[config.mk]
export PLATFORM = sky130hd
export DESIGN_NAME = lzd_outq
export DESIGN_NICKNAME = d
export VERILOG_FILES = /design/src/sv/lzd_pkg.sv /design/src/sv/lzd_outq.sv
export SDC_FILE = /design/constraint.sdc
export NUM_CORES = 1
export LEC_CHECK = 0
export BUFFER_PORTS_ARGS = -buffer_cell sky130_fd_sc_hd__buf_2
export CAP_MARGIN = 20
export CELL_PAD_IN_SITES_DETAIL_PLACEMENT = 1
export CELL_PAD_IN_SITES_GLOBAL_PLACEMENT = 1
export CORE_ASPECT_RATIO = 0.6
export CORE_UTILIZATION = 44
export DETAILED_ROUTE_END_ITERATION = 7
export GPL_TIMING_DRIVEN = 0
export PLACE_DENSITY = 0.83
export SYNTH_ARGS = -nofsm -noshare
export SYNTH_HDL_FRONTEND = slang
export SYNTH_SLANG_ARGS = --single-unit
[constraint.sdc]
create_clock -name clk -period 3 [get_ports clk]
set_input_delay 0.6 -clock clk [delete_from_list [all_inputs] [get_ports clk]]
set_output_delay 0.6 -clock clk [all_outputs]
set_load 0.005 [all_outputs]
[src/sv/lzd_pkg.sv]
`timescale 1ns / 1ps
// Shared types and constants of the LZ77 stream decoder.
// Used by every decoder module; depends on nothing.
package lzd_pkg;

  localparam int WINDOW_DEPTH = 4096;
  localparam int WIN_AW       = $clog2(WINDOW_DEPTH);
  localparam int SIZE_BITS    = 24;
  localparam int LEN_W        = 5;

  localparam logic [7:0]       TYPE_BYTE = 8'h10;
  localparam logic [LEN_W-1:0] MIN_LEN   = LEN_W'(3);

  // One decoded result item.
  typedef struct packed {
    logic [7:0] out_byte;
    logic       run_last;
    logic       stream_done;
    logic       decode_error;
  } result_t;

  // Access to the history ring for one cycle.
  typedef struct packed {
    logic              we;
    logic [WIN_AW-1:0] waddr;
    logic [7:0]        wdata;
    logic              re;
    logic [WIN_AW-1:0] raddr;
  } ram_req_t;

endpackage

[src/sv/lzd_outq.sv]
`timescale 1ns / 1ps
// Two-entry result queue: a ring of two registered entries, so the parser
// keeps taking input while a result waits. Depends on lzd_pkg.
module lzd_outq (
  input  logic             clk,
  input  logic             rst_n,
  input  logic             push,
  input  lzd_pkg::result_t push_data,
  output logic             can_push,
  output logic             out_valid,
  input  logic             out_ready,
  output lzd_pkg::result_t out_data
);

  lzd_pkg::result_t mem_r [2];
  logic             wptr_r, wptr_nxt;
  logic             rptr_r, rptr_nxt;
  logic [1:0]       cnt_r, cnt_nxt;
  logic             pop;

  assign out_valid = (cnt_r != 2'd0);
  assign out_data  = mem_r[rptr_r];
  assign pop       = out_valid && out_ready;
  assign can_push  = (cnt_r != 2'd2) || out_ready;

  always_comb begin
    wptr_nxt = push ? ~wptr_r : wptr_r;
    rptr_nxt = pop ? ~rptr_r : rptr_r;
    cnt_nxt  = cnt_r + {1'b0, push} - {1'b0, pop};
  end

  always_ff @(posedge clk) begin
    if (!rst_n) begin
      wptr_r <= 1'b0;
      rptr_r <= 1'b0;
      cnt_r  <= 2'd0;
    end else begin
      wptr_r <= wptr_nxt;
      rptr_r <= rptr_nxt;
      cnt_r  <= cnt_nxt;
    end
    if (push) begin
      mem_r[wptr_r] <= push_data;
    end
  end

endmodule

==> results.yml <==
place:
  dpl.hpwl_um: 1270
  dpl_cell_area_um2: 1210
  dp_slack_ns: 1.01
  gp_congestion: 0.652
  portBuffers: 27
  place_inst: 115
status:
  status: "complete, no violations"
cells_and_area:
  final_layout_size_suffix_gt1_share_pct: 51.7
  diodes: 0
  fin_nets: 107
  finalNonFillerCells: 119
  fin_area_um2: 1260
  area_growth_pct: 21.1
  num-fill-cells: 224
power_and_ir_drop:
  pwr-share-seq_pct: 52.1
  ir_drop_uv: 320
  p_sw_mw: 0.225
  power_leakage_nw: 0.498
  internal_power_mw: 0.677
  combinationalPowerShare_pct: 25.9
  p_per_area_nw_per_um2: 717
  netSwitchingFraction_pct: 25.0
  clockPowerShare_pct: 22.0
synth:
  synth_top_area_share_pct: 63.6
  postSynthCellCount: 58
  synthTopCellsByArea: "edfxtp_1, mux2_2, dfxtp_1, ha_1, xnor3_1"
  synth_area_per_cell_um2: 17.9
  yosysWarnings: 0
  synth.largest_area_cell: "edfxtp_1"
  synth-seq-cells: 27
  synth.distinct_cells: 17
  syn_nets: 75
  ys_seq_area_share_pct: 73.3
  synth_area_um2: 1040
cts:
  clk_pin_slew_ns: 0.09
  cts-buffers-inserted: 3
  cts_tree: "built"
  cts_hold_buffers: 0
  ctsResizeCount: 0
  worstSkewPairLatency_ns: 0.27
  cts_root_buf: "clkbuf_8"
  clockBufferDepth: 2
  cts_setup_buffers: 0
  cts_sinks: 27
  htree_levels: 1
drt:
  first_iter_violations: 3
  dr_wl_met2_um: 845
  post-route-drc-count: 0
  drtAntennaViolNets: 0
  avgRoutedWirePerCell_um: 14.4
  via_per_inst: 4.71
  vias: 560
  wl_met1_um: 748
  dr.pass1.iters: 2
  route.met3.wl_um: 103
  wl_um: 1720
  routed.top_layer: "met4"
sta:
  period_minus_slack_ns: 1.96
  hold_viol_final: 0
  max_freq_ghz: 0.510
  timing.final.max_slew_violations: 0
  rsz0062_at_grt: "false"
  fin_ws_ns: 1.04
  worst_pin_slew_ns: 1.05
  slew-limit-headroom_pct: 29.7
  clock-skew-final_ns: 0.00570
  setup-tns-final_ns: 0
  setup_viol: 0
  min_period_over_period_pct: 65.4
worst_setup_path:
  path_cells: "buf_2, mux2_2, buf_2"
  worstSetupPathType: "reg -> out"
  rrSetupSlack_ns: 1.50
  crit_path_end_kind: "primary output"
  path_max_fanout: 10
  endpoint: "out_data[7]"
  cpMaxStageDelayCell: "mux2_2"
  cp.required_ns: 2.40
  crit_arrival_ns: 1.36
  crit_path_start_kind: "register"
  r2r-start: "wptr_r"
  crit_path_frequent_cell: "buf_2"
  worstRegToRegCells: 1
  r2r-end: "mem_r[0][2]"
  crit_path_max_incr_delay_ns: 0.37
floorplanning:
  die_w_um: 64.7
  core-area_um2: 2200
  pin_count: 28
  die_h_um: 39.6
  start_util_pct: 47.3
  fp-row-count: 13
  dieArea_um2: 2560
global_routing:
  grtUsageTotal_pct: 15.3
  grt_max_degree: 16
  grt_pass1_vias: 563
  grt_pass1_wl_um: 2610
  grt_overflow_total: 0
  antenna_found_initial: 0
flow_run:
  cap_violations: 0
hold_path:
  hp-class: "reg -> reg"
[synthesized netlist by cell type (all sizes together)]
| cell | count |
|---|---|
| inv | 2 |
| o21a | 2 |
| nor2 | 1 |
| buf | 1 |
| nor2b | 3 |
| ha | 2 |
| xnor3 | 1 |
| edfxtp | 22 |
| mux2 | 11 |
| or2 | 1 |
| mux2i | 2 |
| dfxtp | 5 |
| nand2b | 1 |
| nand2 | 2 |
| and2 | 2 |
[flip-flops by register name (all words and copies together) (netlist names), named ones only]
name / count
cnt_r: 2
mem_r: 22
rptr_r: 1
wptr_r: 1
[worst min-delay path by stage]
stage | startpoint | endpoint | slack [ns] | cells past startpoint
floorplan | rptr_r | register | 0.45 | 2
global route | push_data[5] | mem_r[0][5] | 0.50 | 1
global placement | rptr_r | rptr_r | 0.46 | 2
detailed placement | rptr_r | register | 0.49 | 2
finish | rptr_r | register | 0.50 | 2
CTS | rptr_r | register | 0.49 | 2
[final cells by class]
cell class                      count  area [µm²]  share of cell area (%)
Buffer                              1        5.00                   0.398
Clock buffer                        3        41.3                    3.28
Clock inverter                      1        5.00                   0.398
Inverter                            2        7.51                   0.597
Multi-Input combinational cell     28         265                    21.1
Sequential cell                    27         761                    60.5
Tap cell                           30        37.5                    2.99
Timing Repair Buffer               27         135                    10.7
[worst max-delay path, delay by kind of cell, from the launching register on]
kind                   cells  cell delay [ns]
buffers and inverters      2             0.38
muxes                      1             0.37
DFF                        1             0.35
[power groups by stage]
stage	Combinational, mW	Sequential [mW]	Clock, mW
final	0.234	0.469	0.198
after global routing	0.259	0.475	0.221
after CTS	0.240	0.469	0.207
after detailed placement	0.238	0.476	0
after global placement	0.228	0.472	0
after floorplan	0.162	0.469	0
[layer usage]
layer / up-vias / track usage, %
met3: 3 / 6.40
met1: 268 / 17.1
met5: - / 0
li1: 273 / -
met2: 16 / 27.1
met4: 0 / 5.00
[stage by stage]
stage               hold WS (ns)  total power, mW  utilization [%]
CTS                        0.492            0.916             57.3
detailed placement         0.487            0.714             55.2
global route               0.502            0.955             57.3
global placement           0.463            0.701             55.2
finish                     0.500            0.902             57.3
floorplan                  0.452            0.631                -
[logic make-up after synthesis]
family,Yosys count,synth area share [%]
AO/OA/AOI/OAI,2,1.57
XOR/XNOR,1,2.17
adder cells (fa/ha/maj),2,2.41
buffers and inverters,3,1.20
flip-flops,27,73.3
multiplexers,13,13.9
AND/OR/NAND/NOR,10,5.54
[layout by cell type (no fill, tap or decap)]
| master | count |
|---|---|
| o21a_2 | 1 |
| clkbuf_8 | 3 |
| nor2b_1 | 2 |
| clkinv_2 | 1 |
| nor2b_2 | 1 |
| buf_2 | 28 |
| mux2i_1 | 2 |
| and2_1 | 2 |
| nand2_1 | 2 |
| inv_1 | 2 |
| dfxtp_1 | 5 |
| xnor3_1 | 1 |
| nand2b_1 | 1 |
| mux2_2 | 11 |
| o21a_1 | 1 |
| nor2_1 | 1 |
| edfxtp_1 | 22 |
| or2_2 | 1 |
| ha_1 | 2 |
(Power assumes the default switching activity.)
