$ cat src/sv/lzd_pkg.sv
`timescale 1ns / 1ps
// Shared types and constants of the LZ77 stream decoder.
// Used by every decoder module; depends on nothing.
package lzd_pkg;

  localparam int WINDOW_DEPTH = 4096;
  localparam int WIN_AW       = $clog2(WINDOW_DEPTH);
  localparam int SIZE_BITS    = 24;
  localparam int LEN_W        = 5;

  localparam logic [7:0]       TYPE_BYTE = 8'h10;
  localparam logic [LEN_W-1:0] MIN_LEN   = LEN_W'(3);

  // One decoded result item.
  typedef struct packed {
    logic [7:0] out_byte;
    logic       run_last;
    logic       stream_done;
    logic       decode_error;
  } result_t;

  // Access to the history ring for one cycle.
  typedef struct packed {
    logic              we;
    logic [WIN_AW-1:0] waddr;
    logic [7:0]        wdata;
    logic              re;
    logic [WIN_AW-1:0] raddr;
  } ram_req_t;

endpackage

$ cat src/sv/lzd_core.sv
`timescale 1ns / 1ps
// Stream parser and match copy sequencer of the LZ77 decoder.
// Drives the history ring and the result queue. Depends on lzd_pkg.
module lzd_core (
  input  logic              clk,
  input  logic              rst_n,
  input  logic              in_valid,
  output logic              in_ready,
  input  logic [7:0]        in_byte,
  input  logic              new_stream,
  output logic              push,
  output lzd_pkg::result_t  push_data,
  input  logic              can_push,
  output lzd_pkg::ram_req_t ram_req,
  input  logic [7:0]        ram_q
);

  typedef enum logic [2:0] {
    PH_TYPE, PH_SIZE, PH_FLAG, PH_ITEM, PH_MATCH, PH_COPY, PH_DONE, PH_HALT
  } phase_t;

  localparam int SB = lzd_pkg::SIZE_BITS;
  localparam int AW = lzd_pkg::WIN_AW;
  localparam int LW = lzd_pkg::LEN_W;

  phase_t          phase_r, phase_nxt;
  logic [1:0]      hidx_r, hidx_nxt;
  logic [SB-1:0]   target_r, target_nxt;
  logic [SB-1:0]   produced_r, produced_nxt;
  logic [7:0]      flag_byte_r, flag_byte_nxt;
  logic [2:0]      flag_bit_r, flag_bit_nxt;
  logic [7:0]      match_high_r, match_high_nxt;
  logic [LW-1:0]   em_left_r, em_left_nxt;
  logic [LW-1:0]   iss_left_r, iss_left_nxt;
  logic            pend_r, pend_nxt;
  logic [AW-1:0]   rd_addr_r, rd_addr_nxt;
  logic            fwd_r, fwd_nxt;
  logic [7:0]      fwd_data_r, fwd_data_nxt;

  logic            accept;
  phase_t          ph_e;
  logic [SB-1:0]   prod_e, tgt_e, prod_inc, left;
  logic [1:0]      hidx_e;
  logic [31:0]     size_shift;
  logic [LW-1:0]   mlen;
  logic [AW:0]     mdist;
  logic [7:0]      copy_data;
  logic            emit_copy, issue, done_now;

  assign in_ready  = (phase_r != PH_COPY) && can_push;
  assign accept    = in_valid && in_ready;
  assign copy_data = fwd_r ? fwd_data_r : ram_q;
  assign emit_copy = (phase_r == PH_COPY) && pend_r && can_push;
  assign issue     = (phase_r == PH_COPY) && (iss_left_r != '0) && (!pend_r || emit_copy);

  // A new-stream mark restarts parsing before the byte is used.
  assign ph_e   = new_stream ? PH_TYPE : phase_r;
  assign prod_e = new_stream ? '0 : produced_r;
  assign tgt_e  = new_stream ? '0 : target_r;
  assign hidx_e = new_stream ? 2'd0 : hidx_r;

  assign prod_inc   = (accept ? prod_e : produced_r) + SB'(1);
  assign done_now   = (prod_inc == (accept ? tgt_e : target_r));
  assign size_shift = 32'(in_byte) << {hidx_e, 3'b000};
  assign mlen       = LW'(match_high_r[7:4]) + lzd_pkg::MIN_LEN;
  assign mdist      = {1'b0, match_high_r[3:0], in_byte} + (AW+1)'(1);
  assign left       = tgt_e - prod_e;

  always_comb begin
    phase_nxt      = phase_r;
    hidx_nxt       = hidx_r;
    target_nxt     = target_r;
    produced_nxt   = produced_r;
    flag_byte_nxt  = flag_byte_r;
    flag_bit_nxt   = flag_bit_r;
    match_high_nxt = match_high_r;
    em_left_nxt    = em_left_r;
    iss_left_nxt   = iss_left_r;
    pend_nxt       = pend_r;
    rd_addr_nxt    = rd_addr_r;
    fwd_nxt        = fwd_r;
    fwd_data_nxt   = fwd_data_r;
    push           = 1'b0;
    push_data      = '0;
    ram_req        = '0;

    if (accept) begin
      phase_nxt    = ph_e;
      produced_nxt = prod_e;
      target_nxt   = tgt_e;
      hidx_nxt     = hidx_e;
      case (ph_e)
        PH_TYPE: begin
          if (in_byte != lzd_pkg::TYPE_BYTE) begin
            push                   = 1'b1;
            push_data.run_last     = 1'b1;
            push_data.decode_error = 1'b1;
            phase_nxt              = PH_HALT;
          end else begin
            target_nxt = '0;
            hidx_nxt   = 2'd0;
            phase_nxt  = PH_SIZE;
          end
        end
        PH_SIZE: begin
          target_nxt = tgt_e | size_shift[SB-1:0];
          if (hidx_e == 2'd2) begin
            hidx_nxt  = 2'd0;
            phase_nxt = (target_nxt == '0) ? PH_DONE : PH_FLAG;
          end else begin
            hidx_nxt = hidx_e + 2'd1;
          end
        end
        PH_FLAG: begin
          flag_byte_nxt = in_byte;
          flag_bit_nxt  = 3'd7;
          phase_nxt     = PH_ITEM;
        end
        PH_ITEM: begin
          if (!flag_byte_r[flag_bit_r]) begin
            ram_req.we            = 1'b1;
            ram_req.waddr         = prod_e[AW-1:0];
            ram_req.wdata         = in_byte;
            push                  = 1'b1;
            push_data.out_byte    = in_byte;
            push_data.run_last    = 1'b1;
            push_data.stream_done = done_now;
            produced_nxt          = prod_inc;
            if (done_now) begin
              phase_nxt = PH_DONE;
            end else if (flag_bit_r == 3'd0) begin
              phase_nxt = PH_FLAG;
            end else begin
              flag_bit_nxt = flag_bit_r - 3'd1;
              phase_nxt    = PH_ITEM;
            end
          end else begin
            match_high_nxt = in_byte;
            phase_nxt      = PH_MATCH;
          end
        end
        PH_MATCH: begin
          if (SB'(mdist) > prod_e) begin
            push                   = 1'b1;
            push_data.run_last     = 1'b1;
            push_data.decode_error = 1'b1;
            phase_nxt              = PH_HALT;
          end else begin
            // The copy stops at the declared size.
            em_left_nxt  = (left < SB'(mlen)) ? left[LW-1:0] : mlen;
            iss_left_nxt = em_left_nxt;
            pend_nxt     = 1'b0;
            rd_addr_nxt  = prod_e[AW-1:0] - mdist[AW-1:0];
            phase_nxt    = PH_COPY;
          end
        end
        default: begin
        end
      endcase
    end

    if (emit_copy) begin
      ram_req.we            = 1'b1;
      ram_req.waddr         = produced_r[AW-1:0];
      ram_req.wdata         = copy_data;
      push                  = 1'b1;
      push_data.out_byte    = copy_data;
      push_data.run_last    = (em_left_r == LW'(1));
      push_data.stream_done = done_now;
      produced_nxt          = prod_inc;
      em_left_nxt           = em_left_r - LW'(1);
      if (em_left_r == LW'(1)) begin
        if (done_now) begin
          phase_nxt = PH_DONE;
        end else if (flag_bit_r == 3'd0) begin
          phase_nxt = PH_FLAG;
        end else begin
          flag_bit_nxt = flag_bit_r - 3'd1;
          phase_nxt    = PH_ITEM;
        end
      end
    end

    if (issue) begin
      ram_req.re   = 1'b1;
      ram_req.raddr = rd_addr_r;
      rd_addr_nxt  = rd_addr_r + AW'(1);
      iss_left_nxt = iss_left_r - LW'(1);
      // Reading the entry written in this same cycle takes the new byte.
      fwd_nxt      = emit_copy && (rd_addr_r == produced_r[AW-1:0]);
      fwd_data_nxt = copy_data;
    end

    if (phase_r == PH_COPY) begin
      pend_nxt = issue || (pend_r && !emit_copy);
    end
  end

  always_ff @(posedge clk) begin
    if (!rst_n) begin
      phase_r    <= PH_TYPE;
      hidx_r     <= 2'd0;
      target_r   <= '0;
      produced_r <= '0;
      flag_bit_r <= 3'd7;
      em_left_r  <= '0;
      iss_left_r <= '0;
      pend_r     <= 1'b0;
      fwd_r      <= 1'b0;
    end else begin
      phase_r    <= phase_nxt;
      hidx_r     <= hidx_nxt;
      target_r   <= target_nxt;
      produced_r <= produced_nxt;
      flag_bit_r <= flag_bit_nxt;
      em_left_r  <= em_left_nxt;
      iss_left_r <= iss_left_nxt;
      pend_r     <= pend_nxt;
      fwd_r      <= fwd_nxt;
    end
    flag_byte_r  <= flag_byte_nxt;
    match_high_r <= match_high_nxt;
    rd_addr_r    <= rd_addr_nxt;
    fwd_data_r   <= fwd_data_nxt;
  end

  // Bytes still to emit equal the reads not yet issued plus the outstanding read.
  a_copy_balance: assert property (@(posedge clk) disable iff (!rst_n)
    (phase_r == PH_COPY) |-> (em_left_r == iss_left_r + LW'(pend_r)))
    else $error("copy read and emit counts out of step");

  a_copy_nonempty: assert property (@(posedge clk) disable iff (!rst_n)
    (phase_r == PH_COPY) |-> (em_left_r != '0))
    else $error("copy phase with nothing left to emit");

  a_below_target: assert property (@(posedge clk) disable iff (!rst_n)
    (phase_r == PH_ITEM || phase_r == PH_MATCH || phase_r == PH_COPY)
      |-> (produced_r < target_r))
    else $error("decoding past the declared size");

  a_push_room: assert property (@(posedge clk) disable iff (!rst_n)
    push |-> can_push)
    else $error("result pushed into a full queue");

  a_copy_ends: assert property (@(posedge clk) disable iff (!rst_n)
    (emit_copy && em_left_r == LW'(1)) |=> (phase_r != PH_COPY))
    else $error("copy did not end after its last byte");

endmodule

$ cat config.mk
export PLATFORM = sky130hd
export DESIGN_NAME = lzd_core
export DESIGN_NICKNAME = d
export VERILOG_FILES = /design/src/sv/lzd_pkg.sv /design/src/sv/lzd_core.sv
export SDC_FILE = /design/constraint.sdc
export NUM_CORES = 1
export LEC_CHECK = 0
export CAP_MARGIN = 20
export CORE_MARGIN = 2
export CORE_UTILIZATION = 45
export DETAILED_ROUTE_END_ITERATION = 6
export DONT_BUFFER_PORTS = 1
export GPL_TIMING_DRIVEN = 0
export SYNTH_ARGS = -nofsm -noshare
export SYNTH_HDL_FRONTEND = slang
export SYNTH_SLANG_ARGS = --single-unit
$ cat constraint.sdc
create_clock -name clk -period 6.7 [get_ports clk]
set_input_delay 0.335 -clock clk [delete_from_list [all_inputs] [get_ports clk]]
set_output_delay 0.335 -clock clk [all_outputs]
set_load 0.1 [all_outputs]
==> qor.yml <==
critPathLaunchType: "register"
first_global_vias: 8599
grt_max_degree: 20
drt-wirelength-per-cell_microns: 22.1
port_buffers: 0
clock-sinks: 104
grt.total_usage_pct: 29.9
synth_fa_ha_area_share_pct: 8.35
synthCells: 1221
setup_tns_ns: 0
ys_warn_count: 0
clk_pin_slew_ns: 0.08
critical_path_required_ns: 6.36
post-route-period-util_pct: 92.7
nFillCells: 2082
crit_arrival_ns: 5.87
syn_area_sq_um: 9630
viasPerCell: 6.17
cts_tree: "built"
synth_edf_count: 36
die_y_microns: 150
grt_use_met2_pct: 46.0
grt_remaining_overflow: 0
ant_nets: 0
layoutNonFillerInstCount: 1518
numCtsBuffers: 9
max_slew.worst_pin.slew_ns: 1.16
rsz0062_at_grt: "false"
cts_buffer_depth: 2
fmax_mhz: 161
synthMuxAreaShare_pct: 2.57
core_area_sq_um: 21000
grt_first_pass_wirelength_microns: 51000
ys_seq_area_share_pct: 25.4
hold_viol_final: 0
skew_ns: 0.0183
ir_drop_mv: 0.146
drcViolationCount: 0
drive_gt1_share_pct: 6.84
initialDrtViolationCount: 773
clock-root-buffer: "clkbuf_16"
path_max_fanout: 10
hold-worst-slack_ns: 0.0585
fin_util_pct: 49.4
synthSimpleGateAreaFrac_pct: 27.9
ios: 68
path_class: "register to primary output"
hp-class: "input pin to register"
final_common_cell: "nand2_1"
wirelength_microns: 33500
dieArea_sq_um: 22600
grt-busiest-layer: "met2"
synth_top_family_by_area: "simple AND/OR/NAND/NOR gates"
synth-compound-area-share_pct: 21.8
grt_util_met3_pct: 8.09
antenna_found_initial: 1
clock_latency_ns: 0.37
areaGrowthSynthToFinish_pct: 7.80
dp.cells: 1501
fin_nets: 1321
slew_headroom_pct: 23.1
start_util_pct: 45.8
hpwl_microns: 26200
synth.avg_cell_area_sq_um: 7.88
rows: 53
met1_usage_pct: 41.6
end_kind: "primary output"
slew_violations: 0
post_cts_buffers: 0
power_mw: 1.37
ys_ff_latch: 104
maxCapViolations: 0
layout_common_cells: "nand2_1 (94), nor2_1 (85), o21ai_0 (75)"
period_minus_slack_ns: 6.21
syn_nets: 1305
gp_congestion: 0.971
status: "completed"
p_per_area_nw_per_um2: 132
p_leak_nw: 4.04
setup_viol: 0
synthXorXnorAreaFrac_pct: 7.58
cts.htree.levels: 3
synth_flop_cell: "dfxtp_1"
vias: 9366
ys_types: 83
die_w_microns: 150
synthArstFlopShare_pct: 0
dr.pass1.iters: 5
registers in the layout, indices dropped and copies added, names as in the netlist:
| name | cells |
|---|---|
| hidx_r | 2 |
| iss_left_r | 5 |
| phase_r | 3 |
| fwd_r | 1 |
| rd_addr_r | 12 |
| flag_byte_r | 8 |
| produced_r | 24 |
| target_r | 24 |
| em_left_r | 5 |
| pend_r | 1 |
| fwd_data_r | 8 |
| flag_bit_r | 3 |
| match_high_r | 8 |
synthesized netlist by cell type (5+ instances only):
cell type	number	share of area [%]
o31ai_1	6	0.47
nor2_1	88	3.4
edfxtp_1	36	11
nor4b_1	5	0.45
a22o_1	9	0.82
a21oi_1	60	3.1
nor2b_1	70	4.5
nor3_1	26	1.4
a31oi_1	10	0.65
nand2_1	94	3.7
xnor2_1	45	4.1
nor3b_1	8	0.62
mux2i_1	9	0.94
clkbuf_1	62	2.4
inv_1	58	2.3
a22oi_1	26	2.0
mux2_2	10	1.2
buf_2	12	0.62
xor2_1	33	3.0
a21boi_0	12	0.94
nand2b_1	23	1.5
o211ai_1	15	1.2
nand3_1	46	2.4
and3_1	28	1.8
a211oi_1	9	0.70
dfxtp_1	68	14
o21a_1	10	0.78
o21ai_0	75	3.9
nand4_1	22	1.4
and2_1	36	2.3
nor4_1	13	0.84
buf_4	9	0.70
or3_1	10	0.65
a21o_1	11	0.86
nand3b_1	7	0.55
o22ai_1	5	0.32
ha_1	61	7.9
or4_1	5	0.39
a32oi_1	5	0.45
path summary, 6_finish.rpt:
kind / startpoint / to / slack, ns / cells after the start
setup / recovery: phase_r[0] / push_data[1] / 0.49 / 16
hold reg to reg: iss_left_r[4] / iss_left_r[4] / 0.50 / 2
hold / removal: in_byte[2] / flag_byte_r[2] / 0.06 / 0
setup reg to reg: phase_r[0] / flag_bit_r[1] / 1.29 / 16
layout make-up:
class,count,area (sq um),area share (%)
clock buffer,9,225,2.17
antenna,1,2.50,0.0241
sequential,104,2440,23.5
timing repair buffer,5,68.8,0.663
multi-input combinational,971,6600,63.6
buffer,87,398,3.83
clock inverter,7,70.1,0.675
inverter,59,221,2.13
tap,275,344,3.32
per-layer routing:
metal	up-vias	wire length (microns)
li1	4425	-
met1	4491	14700
met2	397	14700
met3	53	3330
met4	0	790
met5	-	0
critical path: stages, from the launching register on:
cell and delay [ns]:
dfxtp_1 0.30, buf_2 0.21, nand3b_2 0.26, nand2_1 0.38, clkbuf_1 0.51, and2_1 0.21
ha_1 0.14, clkbuf_1 0.33, nand2_1 0.19, a211oi_1 0.70, and4_1 0.32, o22ai_1 0.09
a2111oi_0 0.42, or4b_1 0.56, o21ai_1 0.17, nand2_1 0.15, nor2_4 0.57
power breakdown:
| group | switching, mW | leakage [nW] | internal [mW] | total (mW) |
|---|---|---|---|---|
| clock network | 0.281 | 0.139 | 0.261 | 0.542 |
| logic | 0.119 | 3.03 | 0.0496 | 0.168 |
| registers | 0.00206 | 0.872 | 0.655 | 0.657 |
| total | 0.402 | 4.04 | 0.965 | 1.37 |
kinds of logic (layout without fill, tap and decap cells):
kind of cell / after synthesis / after routing
AO/OA/AOI/OAI: 306 / 306
flip-flops: 104 / 104
other: 0 / 1
XOR/XNOR: 80 / 80
AND/OR/NAND/NOR: 501 / 501
multiplexers: 21 / 21
buffers and inverters: 146 / 167
adder cells (fa/ha/maj): 63 / 63
repair_timing:
| item | CTS | global route |
|---|---|---|
| gates resized for setup | 0 | 1 |
| hold buffers | 0 | 0 |
| endpoints found under the setup margin | 0 | 1 |
per-stage QoR:
stage / setup slack (ns) / instance area (sq um)
3_5_place_dp: 0.802 / 10100
3_3_place_gp: 0.208 / 9970
6_report: 0.491 / 10400
2_1_floorplan: 1.49 / 9630
4_1_cts: 0.389 / 10400
5_1_grt: 0.199 / 10400
No activity file was read; power rests on OpenSTA's default activity.
